**src/rtl/core/stt_pkg.sv**
```systemverilog
// Shared definitions for the software timer table.
// Holds field widths, stream packing widths, request and event codes.
// No dependencies; imported by software_timer_table, stt_checker and the testbench.
package stt_pkg;

	// Default sizes handed to the top level.
	localparam int DEF_TIMER_SLOTS = 32;
	localparam int DEF_COUNT_BITS  = 32;

	// Fixed field widths of the stream words.
	localparam int FUNC_W = 3;
	localparam int SLOT_W = 5;
	localparam int TC_W   = 32;
	localparam int TAG_W  = 32;
	localparam int EVT_W  = 2;

	// Packed stream widths, rounded up to whole bytes.
	localparam int S_TDATA_W = 72;
	localparam int M_TDATA_W = 40;
	localparam int M_PAD_W   = M_TDATA_W - SLOT_W - TAG_W - 1;

	// Request codes carried on the input tuser.
	localparam logic [FUNC_W-1:0] FUNC_TICK    = 3'd0;
	localparam logic [FUNC_W-1:0] FUNC_CREATE  = 3'd1;
	localparam logic [FUNC_W-1:0] FUNC_DESTROY = 3'd2;
	localparam logic [FUNC_W-1:0] FUNC_RESET   = 3'd3;
	localparam logic [FUNC_W-1:0] FUNC_SLEEP   = 3'd4;

	// Event codes carried on the output tuser.
	localparam logic [EVT_W-1:0] EVT_DONE  = 2'd0;
	localparam logic [EVT_W-1:0] EVT_FIRED = 2'd1;
	localparam logic [EVT_W-1:0] EVT_FULL  = 2'd2;

endpackage

```
**src/rtl/core/stt_ram.sv**
```systemverilog
// Generic simple dual-port RAM with one write port and a registered read port.
// Used for the per-slot count and tag stores of the timer table.
// No dependencies.
module stt_ram #(
	parameter int WIDTH = 32,
	parameter int DEPTH = 32
) (
	input  logic                             clk,
	input  logic                             we,
	input  logic [$clog2(DEPTH)-1:0]         waddr,
	input  logic [WIDTH-1:0]                 wdata,
	input  logic                             re,
	input  logic [$clog2(DEPTH)-1:0]         raddr,
	output logic [WIDTH-1:0]                 rdata
);

	logic [WIDTH-1:0] mem_q [DEPTH];

	// Write port.
	always_ff @(posedge clk) begin
		if (we) begin
			mem_q[waddr] <= wdata;
		end
	end

	// Registered read; the data holds while no read is issued.
	always_ff @(posedge clk) begin
		if (re) begin
			rdata <= mem_q[raddr];
		end
	end

endmodule

```
**src/rtl/core/software_timer_table.sv**
```systemverilog
// Top level of the software timer table: request decode, slot sequencer, result register.
// Depends on stt_pkg and stt_ram.
//
// Usage:
// Requests enter on the s_ channel. s_tuser carries the request code (tick, create,
// destroy, reset count, start sleep); s_tdata carries slot, tick count and tag.
// Results leave on the m_ channel. m_tuser carries the event code (done, fired,
// table full), m_tdata carries slot, tag and the sleeping flag, and m_tlast marks
// the final word of a request. Every request ends with exactly one last word.
// One request is worked on at a time; s_tready is high only while the block waits.
// A tick walks the slots through one shared decrementer, one slot per cycle while
// no fired word waits on a stalled receiver, with each slot's count and tag read
// from the RAMs before its check; the done word follows the last slot.
// A create searches for the lowest free slot one slot per cycle. Destroy, reset
// count and sleep are applied when accepted and then end in a done word.
// One output register parts the two sides; when a slot fires while it is held by
// a stalled receiver, the slot walk pauses in place and resumes when the word is taken.
// Reset clears all slots to free and the sleep countdown to zero; no clearing
// pass is needed since a slot's count and tag are only used while a create holds it active.
module software_timer_table #(
	parameter int TIMER_SLOTS = stt_pkg::DEF_TIMER_SLOTS,
	parameter int COUNT_BITS  = stt_pkg::DEF_COUNT_BITS
) (
	input  logic                           clk,
	input  logic                           arst_n,
	input  logic                           s_tvalid,
	output logic                           s_tready,
	// s_tdata: slot[4:0], tick_count[36:5], tag[68:37], zero pad above.
	input  logic [stt_pkg::S_TDATA_W-1:0]  s_tdata,
	// s_tuser: func[2:0].
	input  logic [stt_pkg::FUNC_W-1:0]     s_tuser,
	output logic                           m_tvalid,
	input  logic                           m_tready,
	// m_tdata: fired_slot[4:0], fired_tag[36:5], sleeping[37], zero pad above.
	output logic [stt_pkg::M_TDATA_W-1:0]  m_tdata,
	// m_tuser: event_res[1:0].
	output logic [stt_pkg::EVT_W-1:0]      m_tuser,
	output logic                           m_tlast
);
	import stt_pkg::*;

	localparam int IDX_W   = (TIMER_SLOTS > 1) ? $clog2(TIMER_SLOTS) : 1;
	localparam int CNT_W   = IDX_W + 1;
	localparam int SLEEP_W = COUNT_BITS + 1;
	localparam logic [CNT_W-1:0] SLOTS_C = CNT_W'(TIMER_SLOTS);

	typedef enum logic [1:0] {
		S_IDLE,
		S_TICK,
		S_FIND,
		S_DONE
	} state_t;

	state_t                  state_q;
	logic [TIMER_SLOTS-1:0]  active_q;
	logic [SLEEP_W-1:0]      sleep_q;
	logic [CNT_W-1:0]        rd_idx_q;
	logic                    chk_vld_s1;
	logic [IDX_W-1:0]        chk_idx_s1;
	logic [COUNT_BITS-1:0]   count_q;
	logic [TAG_W-1:0]        tag_q;

	logic                    out_vld_q;
	logic [EVT_W-1:0]        out_evt_q;
	logic [SLOT_W-1:0]       out_slot_q;
	logic [TAG_W-1:0]        out_tag_q;
	logic                    out_sleep_q;
	logic                    out_last_q;

	// Unpacked request word.
	logic [FUNC_W-1:0]       in_func;
	logic [SLOT_W-1:0]       in_slot;
	logic [COUNT_BITS-1:0]   in_count;
	logic [TAG_W-1:0]        in_tag;
	logic [IDX_W-1:0]        in_idx;
	logic                    in_slot_ok;

	assign in_func    = s_tuser;
	assign in_slot    = s_tdata[SLOT_W-1:0];
	assign in_count   = s_tdata[SLOT_W +: COUNT_BITS];
	assign in_tag     = s_tdata[SLOT_W + TC_W +: TAG_W];
	assign in_idx     = IDX_W'(in_slot);
	assign in_slot_ok = (32'(in_slot) < 32'(TIMER_SLOTS));

	// RAM ports.
	logic                    cnt_we;
	logic [IDX_W-1:0]        cnt_waddr;
	logic [COUNT_BITS-1:0]   cnt_wdata;
	logic                    tag_we;
	logic                    rd_en;
	logic [IDX_W-1:0]        rd_addr;
	logic [COUNT_BITS-1:0]   rd_cnt;
	logic [TAG_W-1:0]        rd_tag;

	// Shared decrementer and slot check on the word last read from the RAMs.
	logic                    out_free;
	logic                    chk_live;
	logic                    chk_fire;
	logic                    stall;
	logic [COUNT_BITS-1:0]   cnt_dec;
	logic [IDX_W-1:0]        find_idx;
	logic                    find_free;

	assign out_free  = !out_vld_q || m_tready;
	assign cnt_dec   = rd_cnt - COUNT_BITS'(1);
	assign chk_live  = chk_vld_s1 && active_q[chk_idx_s1] && (rd_cnt != '0);
	assign chk_fire  = chk_live && (rd_cnt == COUNT_BITS'(1));
	assign stall     = chk_fire && !out_free;
	assign find_idx  = rd_idx_q[IDX_W-1:0];
	assign find_free = !active_q[find_idx];
	assign s_tready  = (state_q == S_IDLE);

	// RAM control for each phase of the sequencer.
	always_comb begin
		cnt_we    = 1'b0;
		cnt_waddr = chk_idx_s1;
		cnt_wdata = cnt_dec;
		tag_we    = 1'b0;
		rd_en     = 1'b0;
		rd_addr   = rd_idx_q[IDX_W-1:0];
		unique case (state_q)
			S_IDLE: begin
				if (s_tvalid && (in_func == FUNC_RESET) && in_slot_ok) begin
					cnt_we    = 1'b1;
					cnt_waddr = in_idx;
					cnt_wdata = in_count;
				end
			end
			S_TICK: begin
				cnt_we = chk_live && !stall;
				rd_en  = !stall && (rd_idx_q < SLOTS_C);
			end
			S_FIND: begin
				if (find_free && out_free) begin
					cnt_we    = 1'b1;
					cnt_waddr = find_idx;
					cnt_wdata = count_q;
					tag_we    = 1'b1;
				end
			end
			S_DONE: begin
			end
			default: begin
			end
		endcase
	end

	// Per-slot count store.
	stt_ram #(
		.WIDTH (COUNT_BITS),
		.DEPTH (TIMER_SLOTS)
	) u_cnt_ram (
		.clk   (clk),
		.we    (cnt_we),
		.waddr (cnt_waddr),
		.wdata (cnt_wdata),
		.re    (rd_en),
		.raddr (rd_addr),
		.rdata (rd_cnt)
	);

	// Per-slot tag store, written only on create.
	stt_ram #(
		.WIDTH (TAG_W),
		.DEPTH (TIMER_SLOTS)
	) u_tag_ram (
		.clk   (clk),
		.we    (tag_we),
		.waddr (find_idx),
		.wdata (tag_q),
		.re    (rd_en),
		.raddr (rd_addr),
		.rdata (rd_tag)
	);

	// Sequencer, slot state and result register.
	always_ff @(posedge clk or negedge arst_n) begin
		if (!arst_n) begin
			state_q     <= S_IDLE;
			active_q    <= '0;
			sleep_q     <= '0;
			rd_idx_q    <= '0;
			chk_vld_s1  <= 1'b0;
			chk_idx_s1  <= '0;
			count_q     <= '0;
			tag_q       <= '0;
			out_vld_q   <= 1'b0;
			out_evt_q   <= EVT_DONE;
			out_slot_q  <= '0;
			out_tag_q   <= '0;
			out_sleep_q <= 1'b0;
			out_last_q  <= 1'b0;
		end else begin
			if (m_tready) begin
				out_vld_q <= 1'b0;
			end
			unique case (state_q)
				S_IDLE: begin
					if (s_tvalid) begin
						rd_idx_q   <= '0;
						chk_vld_s1 <= 1'b0;
						count_q    <= in_count;
						tag_q      <= in_tag;
						unique case (in_func)
							FUNC_TICK: begin
								if (sleep_q != '0) begin
									sleep_q <= sleep_q - SLEEP_W'(1);
								end
								state_q <= S_TICK;
							end
							FUNC_CREATE: begin
								state_q <= S_FIND;
							end
							FUNC_DESTROY: begin
								if (in_slot_ok) begin
									active_q[in_idx] <= 1'b0;
								end
								state_q <= S_DONE;
							end
							FUNC_SLEEP: begin
								sleep_q <= SLEEP_W'(in_count) + SLEEP_W'(1);
								state_q <= S_DONE;
							end
							default: begin
								state_q <= S_DONE;
							end
						endcase
					end
				end
				S_TICK: begin
					if (!stall) begin
						// A slot that just reached zero reports its slot and tag.
						if (chk_fire) begin
							out_vld_q   <= 1'b1;
							out_evt_q   <= EVT_FIRED;
							out_slot_q  <= SLOT_W'(chk_idx_s1);
							out_tag_q   <= rd_tag;
							out_sleep_q <= (sleep_q != '0);
							out_last_q  <= 1'b0;
						end
						if (rd_idx_q < SLOTS_C) begin
							chk_vld_s1 <= 1'b1;
							chk_idx_s1 <= rd_idx_q[IDX_W-1:0];
							rd_idx_q   <= rd_idx_q + CNT_W'(1);
						end else begin
							chk_vld_s1 <= 1'b0;
							if (!chk_vld_s1) begin
								state_q <= S_DONE;
							end
						end
					end
				end
				S_FIND: begin
					// Lowest free slot wins; the last slot busy means the table is full.
					if (find_free) begin
						if (out_free) begin
							active_q[find_idx] <= 1'b1;
							out_vld_q   <= 1'b1;
							out_evt_q   <= EVT_DONE;
							out_slot_q  <= SLOT_W'(find_idx);
							out_tag_q   <= '0;
							out_sleep_q <= (sleep_q != '0);
							out_last_q  <= 1'b1;
							state_q     <= S_IDLE;
						end
					end else if (rd_idx_q == SLOTS_C - CNT_W'(1)) begin
						if (out_free) begin
							out_vld_q   <= 1'b1;
							out_evt_q   <= EVT_FULL;
							out_slot_q  <= '0;
							out_tag_q   <= '0;
							out_sleep_q <= (sleep_q != '0);
							out_last_q  <= 1'b1;
							state_q     <= S_IDLE;
						end
					end else begin
						rd_idx_q <= rd_idx_q + CNT_W'(1);
					end
				end
				S_DONE: begin
					if (out_free) begin
						out_vld_q   <= 1'b1;
						out_evt_q   <= EVT_DONE;
						out_slot_q  <= '0;
						out_tag_q   <= '0;
						out_sleep_q <= (sleep_q != '0);
						out_last_q  <= 1'b1;
						state_q     <= S_IDLE;
					end
				end
				default: begin
					state_q <= S_IDLE;
				end
			endcase
		end
	end

	// Result word.
	assign m_tvalid = out_vld_q;
	assign m_tuser  = out_evt_q;
	assign m_tlast  = out_last_q;
	assign m_tdata  = {{M_PAD_W{1'b0}}, out_sleep_q, out_tag_q, out_slot_q};

endmodule

```
**config.mk**
```make
export PLATFORM = sky130hd
export DESIGN_NAME = software_timer_table
export DESIGN_NICKNAME = d
export VERILOG_FILES = /design/src/rtl/core/stt_pkg.sv /design/src/rtl/core/stt_ram.sv /design/src/rtl/core/software_timer_table.sv
export SDC_FILE = /design/constraint.sdc
export NUM_CORES = 2
export LEC_CHECK = 0
export BUFFER_PORTS_ARGS = -buffer_cell sky130_fd_sc_hd__buf_2
export CAP_MARGIN = 25
export CELL_PAD_IN_SITES_DETAIL_PLACEMENT = 0
export CELL_PAD_IN_SITES_GLOBAL_PLACEMENT = 1
export CORE_ASPECT_RATIO = 1.2
export CORE_MARGIN = 1
export CORE_UTILIZATION = 35
export CTS_BUF_LIST = sky130_fd_sc_hd__clkbuf_8
export CTS_CLUSTER_SIZE = 40
export DETAILED_ROUTE_END_ITERATION = 8
export GPL_TIMING_DRIVEN = 0
export HOLD_SLACK_MARGIN = 0.06
export PLACE_DENSITY_LB_ADDON = 0.2
export SETUP_SLACK_MARGIN = 0.1
export SLEW_MARGIN = 20
export SYNTH_ARGS = -nofsm -noshare
export SYNTH_HDL_FRONTEND = slang
export SYNTH_SLANG_ARGS = --single-unit
```
**constraint.sdc**
```tcl
create_clock -name clk -period 11.11 [get_ports clk]
set_input_delay 2.222 -clock clk [delete_from_list [all_inputs] [get_ports clk]]
set_output_delay 2.222 -clock clk [all_outputs]
set_load 0.01 [all_outputs]
```
Yosys cells after proc, flatten, opt, wreduce, memory -nomap -nowiden:

Memories as Yosys holds them, arrays and structs flattened. A register that Yosys moved wholly into a read port is not among the register bits.
Cells that the tools add are included.

* add/subtract/negate cells: 4
* multiply operators: 0
* div/mod/pow operators: 0
* $lt $le $gt $ge: 6
* eq/ne operators: 24
* shift operators: 0
* multiplexer cells: 88
* bitwise logic cells: 4
* reduce and logical (&&, ||, !) cells: 34

Operators with widths (number)
* 32-bit 2-to-1 mux: 11
* 32-bit one-hot mux with 2 select lines: 2
* 32-bit one-hot mux with 3 select lines: 1
* 33-bit one-hot mux with 2 select lines: 1
* 5-bit 2-to-1 mux: 8
* 32-bit by 1-bit adder with 33-bit output, second input constant: 1
* 33-bit 2-to-1 mux: 1
* 33-bit nonzero test: 1
* 33-bit by 1-bit subtractor with 33-bit output, second input constant: 1
* 32-bit AND: 1
* 32-bit by 1-bit equality test with 1-bit output, second input constant: 1
* 32-bit inverter: 1
* 32-bit OR: 1
* 32-bit nonzero test: 1
* 32-bit by 1-bit subtractor with 32-bit output, second input constant: 1
* 1-bit 2-to-1 mux: 31
* 6-bit 2-to-1 mux: 5
* 2-bit 2-to-1 mux: 13
* 2-bit != test, second input constant: 11
* 5-bit AND reduction: 4
* 5-bit by 6-bit less-than comparator with 1-bit output, second input constant: 3
* 6-bit one-hot mux with 3 select lines: 1
* 5-bit one-hot mux with 3 select lines: 1
* 1-bit one-hot mux with 3 select lines: 4
* other kinds (30): 54

* register bits after elaboration: 185
* bits in latches: 0
* RAM bits: 2048
* bits in read-only memories: 0
* word-level logic and storage cells: 176
* memories: 2

Memories
* u_cnt_ram.mem_q: words 32, width 32, rd ports 1, clocked after Yosys merged registers in 1, wr ports 1, line stt_ram.sv:17 `logic [WIDTH-1:0] mem_q [DEPTH];`
* u_tag_ram.mem_q: words 32, width 32, rd ports 1, clocked after Yosys merged registers in 1, wr ports 1, line stt_ram.sv:17

Logic depth before layout (Yosys ltp):

* depth after elaboration: 11
* gate-level depth with buffers: 12

Hierarchy:

Synthesis repeated with hierarchy kept, for this count alone.

* cell total of the unflattened synthesis: 5725
* area, all modules: 92786.5 um^2

Modules (own cells, without submodules)
* stt_ram: instances 2, cells each 2260, area each 40812.9 um^2, sequential area each 31710.4 um^2
* software_timer_table: instances 1, cells each 1205, area each 11160.7 um^2, sequential area each 4629.4 um^2

Worst setup path before layout:

Ideal clock, no wire load.

* path kind: in2reg
* start: input m_tready
* end: memory u_cnt_ram.mem_q[12][0] (enable)
* library setup time: 0.461 ns
* arrival: 5.997 ns
* required time: 10.649 ns
* path slack: 4.652 ns
* cell stages on the path: 8
* cells stage by stage: nor2b_1 > clkbuf_1 > a311oi_1 > or3b_1 > clkbuf_1 > mux2_2 > o211ai_1 > nor3_1

* cells in the longest elaborated chain, start to end: 8

Ends and longest elaborated chain
* start, declared: line software_timer_table.sv:33 `input logic m_tready,`
* 1-bit logical OR *: line software_timer_table.sv:104 `assign out_free = !out_vld_q || m_tready;`
* 1-bit logical NOT: line software_timer_table.sv:108 `assign stall = chk_fire && !out_free;`
* 1-bit logical AND: line software_timer_table.sv:108
* 1-bit logical NOT
* 1-bit logical AND: line software_timer_table.sv:130 `cnt_we = chk_live && !stall;`
* 1-bit one-hot mux with 3 select lines: line software_timer_table.sv:121 `unique case (state_q)`
* 1-bit 2-to-1 mux: line stt_ram.sv:21 `if (we) begin`
* 1-bit 2-to-1 mux (implied by the code): line stt_ram.sv:22 `mem_q[waddr] <= wdata;`
* end, declared: line stt_ram.sv:17

Mark *: on every way between the ends. The rest lies on a longest branch, timed or not.

Worst setup path in the final report:

* start: input s_tuser[2] (netlist bit)
* end: memory u_cnt_ram.mem_q[18][0] (enable)

* cells in the longest elaborated chain, start to end: 6

Ends and longest elaborated chain
* start, declared: line software_timer_table.sv:31 `input logic [stt_pkg::FUNC_W-1:0] s_tuser,`
* 3-bit by 2-bit equality test with 1-bit output *: line software_timer_table.sv:123 `if (s_tvalid && (in_func == FUNC_RESET) && in_slot_ok) begin`
* 1-bit logical AND *: line software_timer_table.sv:123
* 1-bit 2-to-1 mux: line software_timer_table.sv:123
* 1-bit one-hot mux with 3 select lines: line software_timer_table.sv:121
* 1-bit 2-to-1 mux: line stt_ram.sv:21
* 1-bit 2-to-1 mux (implied by the code): line stt_ram.sv:22

Marks and branches as above.

==> reports/qor.yml <==
yosys:
  async_flop_share: 0.0805
  synth.avg_cell_area_um2: 20.4
  yosysTopAreaCell: "edfxtp_1"
  synth_cell_types: 79
  syn_inst: 4398
  synth_edf_count: 2112
  synthDominantCellAreaShare: 0.708
  synthFlopType: "edfxtp_1"
  yosysSeqAreaShare: 0.760
  yosys_register_bits: 2297
  synthesis.area_um2: 89600
  ys_warn_count: 0
  synth_area_leaders: "edfxtp_1 71%, mux4_2 13%, dfrtp_1 5.2%"
placement:
  gp_congestion: 0.811
  hpwl_um: 207000
  dp_slack_ps: 4420
  port_buffers: 116
  placed_area_um2: 99000
sta:
  hold_violations: 0
  fmax_mhz: 175
  fin_ws_ps: 5410
  fin_crit_sh: 0.513
  rsz0062_at_grt: "no"
  setup_viol_count_final: 0
  drv_slew: 0
  skew_ps: 80.7
  maxSlewHeadroom: 0.242
  tns_ps: 0
  worstMarginPinSlew_ps: 1140
  fin_crit_ps: 5700
pwr:
  power.total_mw: 26.7
  seqPwrFrac: 0.467
  ir_drop_v: 0.000125
  p_sw_mw: 8.99
  leakagePower_nw: 34.6
  clkPwrFrac: 0.257
  combPwrFrac: 0.276
  sw_frac_of_total: 0.336
  p_int_mw: 17.7
  p_per_area_nw_per_um2: 252
worst_setup_path:
  arrival_ps: 6350
  worst-path-max-fanout: 10
  critical_path_class: "input pin to flip-flop"
  critPathLaunchType: "input pin"
  worst_setup_path_end_kind: "flip-flop"
  worstPathRequired_ps: 11760
cts:
  cts_post_setup_buffers_inserted: 0
  clk_pin_slew_ps: 60
  clock_sinks: 2297
  cts_tree: "done"
  clk_latency_ps: 1020
  cts_buffers: 387
  cts_buffer_depth: 4
  cts-htree-levels: 5
  ctsHoldBuffers: 0
  cts_root_buf: "clkbuf_8"
  cts-resized-gates: 0
global_route:
  use_met3: 0.0373
  grt_max_degree: 84
  grt_pass1_vias: 50400
  antenna_found_initial: 14
  met2_usage: 0.399
  grt_pass1_wl_um: 407000
  grt_usage: 0.227
  grt_remaining_overflow: 0
  met1_usage: 0.286
  busiest_layer: "met2"
die:
  core.rowCount: 203
  io_pins: 124
  die_height_um: 556
  core_um2: 255000
  start_util: 0.352
  die_area_um2: 258000
  fp.dieW_um: 464
layout:
  drive_gt1_frac: 0.309
  regArea_um2: 68100
  design_area_um2: 106000
  fillers: 22700
  syn2layout_area_growth_pct: 18.4
  multi_input_area_um2: 20900
  fin_util: 0.416
  finalNetCount: 5346
  mostFrequentLayoutCells: "2112 x edfxtp_1, 518 x mux4_2, 398 x clkbuf_8, 278 x a22oi_1, 191 x inv_1"
  layout_commonest_cell: "edfxtp_1"
flow_run:
  cap_viol_max_count: 0
outcome:
  status: "finished, violations left"
  failed_checks: "DRC"
detailed_routing:
  post_drt_wl_per_cell_um: 33.2
  vias_per_cell: 5.54
  dr.first_iter.drc_count: 5510
  ant_nets: 0
  vias: 49600
  drt-total-wl_um: 297000
  firstDrtPassIters: 8
  drc: 32
min_path:
  min_path_type: "flip-flop to flip-flop"
==> power groups by stage <==
stage                     logic [mW]  registers [mW]  clock network (mW)
after floorplan                 3.94            12.4                   0
after global placement          6.57            12.8                   0
after detailed placement        7.27            12.7                   0
after CTS                       7.29            12.5                7.02
after global routing            7.76            12.6                7.38
final                           7.37            12.5                6.87
==> cell usage after synthesis, types with 7 or more instances <==
cell type,instances
edfxtp_1,2112
mux4_2,518
a22oi_1,278
dfrtp_1,185
clkbuf_1,180
nand2_1,114
o21ai_0,111
nor2_1,100
mux2_2,82
nand4_1,79
buf_1,59
nor3_1,59
a21oi_1,57
a22o_1,45
xnor2_1,41
nand3_1,32
inv_1,31
o211ai_1,30
nor4_1,27
mux2i_1,24
xor2_1,16
buf_2,15
a31oi_1,12
ha_1,12
o22ai_1,12
or3_1,12
or4_1,11
and3_1,10
nand2b_1,10
and2_1,8
nor2b_1,7
o32ai_1,7
==> through the flow <==
stage	instances	hold slack [ps]
2_1_floorplan	4399	443
3_3_place_gp	7897	447
3_5_place_dp	8233	448
4_1_cts	8922	451
5_1_grt	8939	465
6_report	8946	451
==> metal layers <==
| layer | up-vias | wire length (µm) |
|---|---|---|
| met5 | - | 40 |
| met4 | 6 | 8720 |
| li1 | 20300 | - |
| met3 | 413 | 17900 |
| met1 | 26900 | 116000 |
| met2 | 1908 | 154000 |
==> cells by family after synthesis <==
logic type	synth area share
AOI/OAI and AO/OA	0.0480
xor gates and xnor gates	0.00557
adders and majority gates	0.00168
buffers and inverters	0.0127
DFF	0.760
muxes	0.143
other	0.0000419
and+or+nand+nor	0.0287
==> critical path: stages <==
cell and delay (ps):
buf_2 140, nand4b_1 260, buf_1 370, nor2_1 330, clkbuf_1 590, o21ba_2 290
o211ai_1 260, buf_4 280, nor3_2 600, buf_4 330, buf_4 220, buf_4 210
buf_4 210
==> final timing paths <==
kind	start	endpoint	slack, ps	depth (start not counted)
worst min-delay path	u_tag_ram.rdata[17]$_DFFE_PP_	out_tag_q[17]$_DFFE_PN0P_	450	1
worst max register to register	rd_idx_q[1]$_DFFE_PN0P_	u_cnt_ram.mem_q[28][4]$_DFFE_PP_	5430	13
min in group asynchronous	arst_n	active_q[24]$_DFFE_PN0P_	1200	1
worst max-delay path	s_tuser[2]	u_cnt_ram.mem_q[18][0]$_DFFE_PP_	5410	13
worst min register to register	u_tag_ram.rdata[17]$_DFFE_PP_	out_tag_q[17]$_DFFE_PN0P_	450	1
max in group asynchronous	arst_n	count_q[13]$_DFFE_PN0P_	9040	2
==> flip-flops by register name (all words and copies together) (netlist names), 2 cells and up <==
signal / count
u_cnt_ram.mem_q: 1024
u_tag_ram.mem_q: 1024
sleep_q: 33
active_q: 32
count_q: 32
out_tag_q: 32
tag_q: 32
u_cnt_ram.rdata: 32
u_tag_ram.rdata: 32
rd_idx_q: 6
chk_idx_s1: 5
out_slot_q: 5
m_tuser: 2
state_q: 2
==> final cells by class <==
class / instances / share of cell area
Clock buffer: 398 / 0.0517
Sequential cell: 2297 / 0.642
Buffer: 259 / 0.0107
Multi-Input combinational cell: 1811 / 0.197
Inverter: 32 / 0.00118
Antenna cell: 9 / 0.000212
Clock inverter: 291 / 0.0126
Tap cell: 3382 / 0.0399
Timing Repair Buffer: 467 / 0.0442
Power figures use the tool's default switching activity.
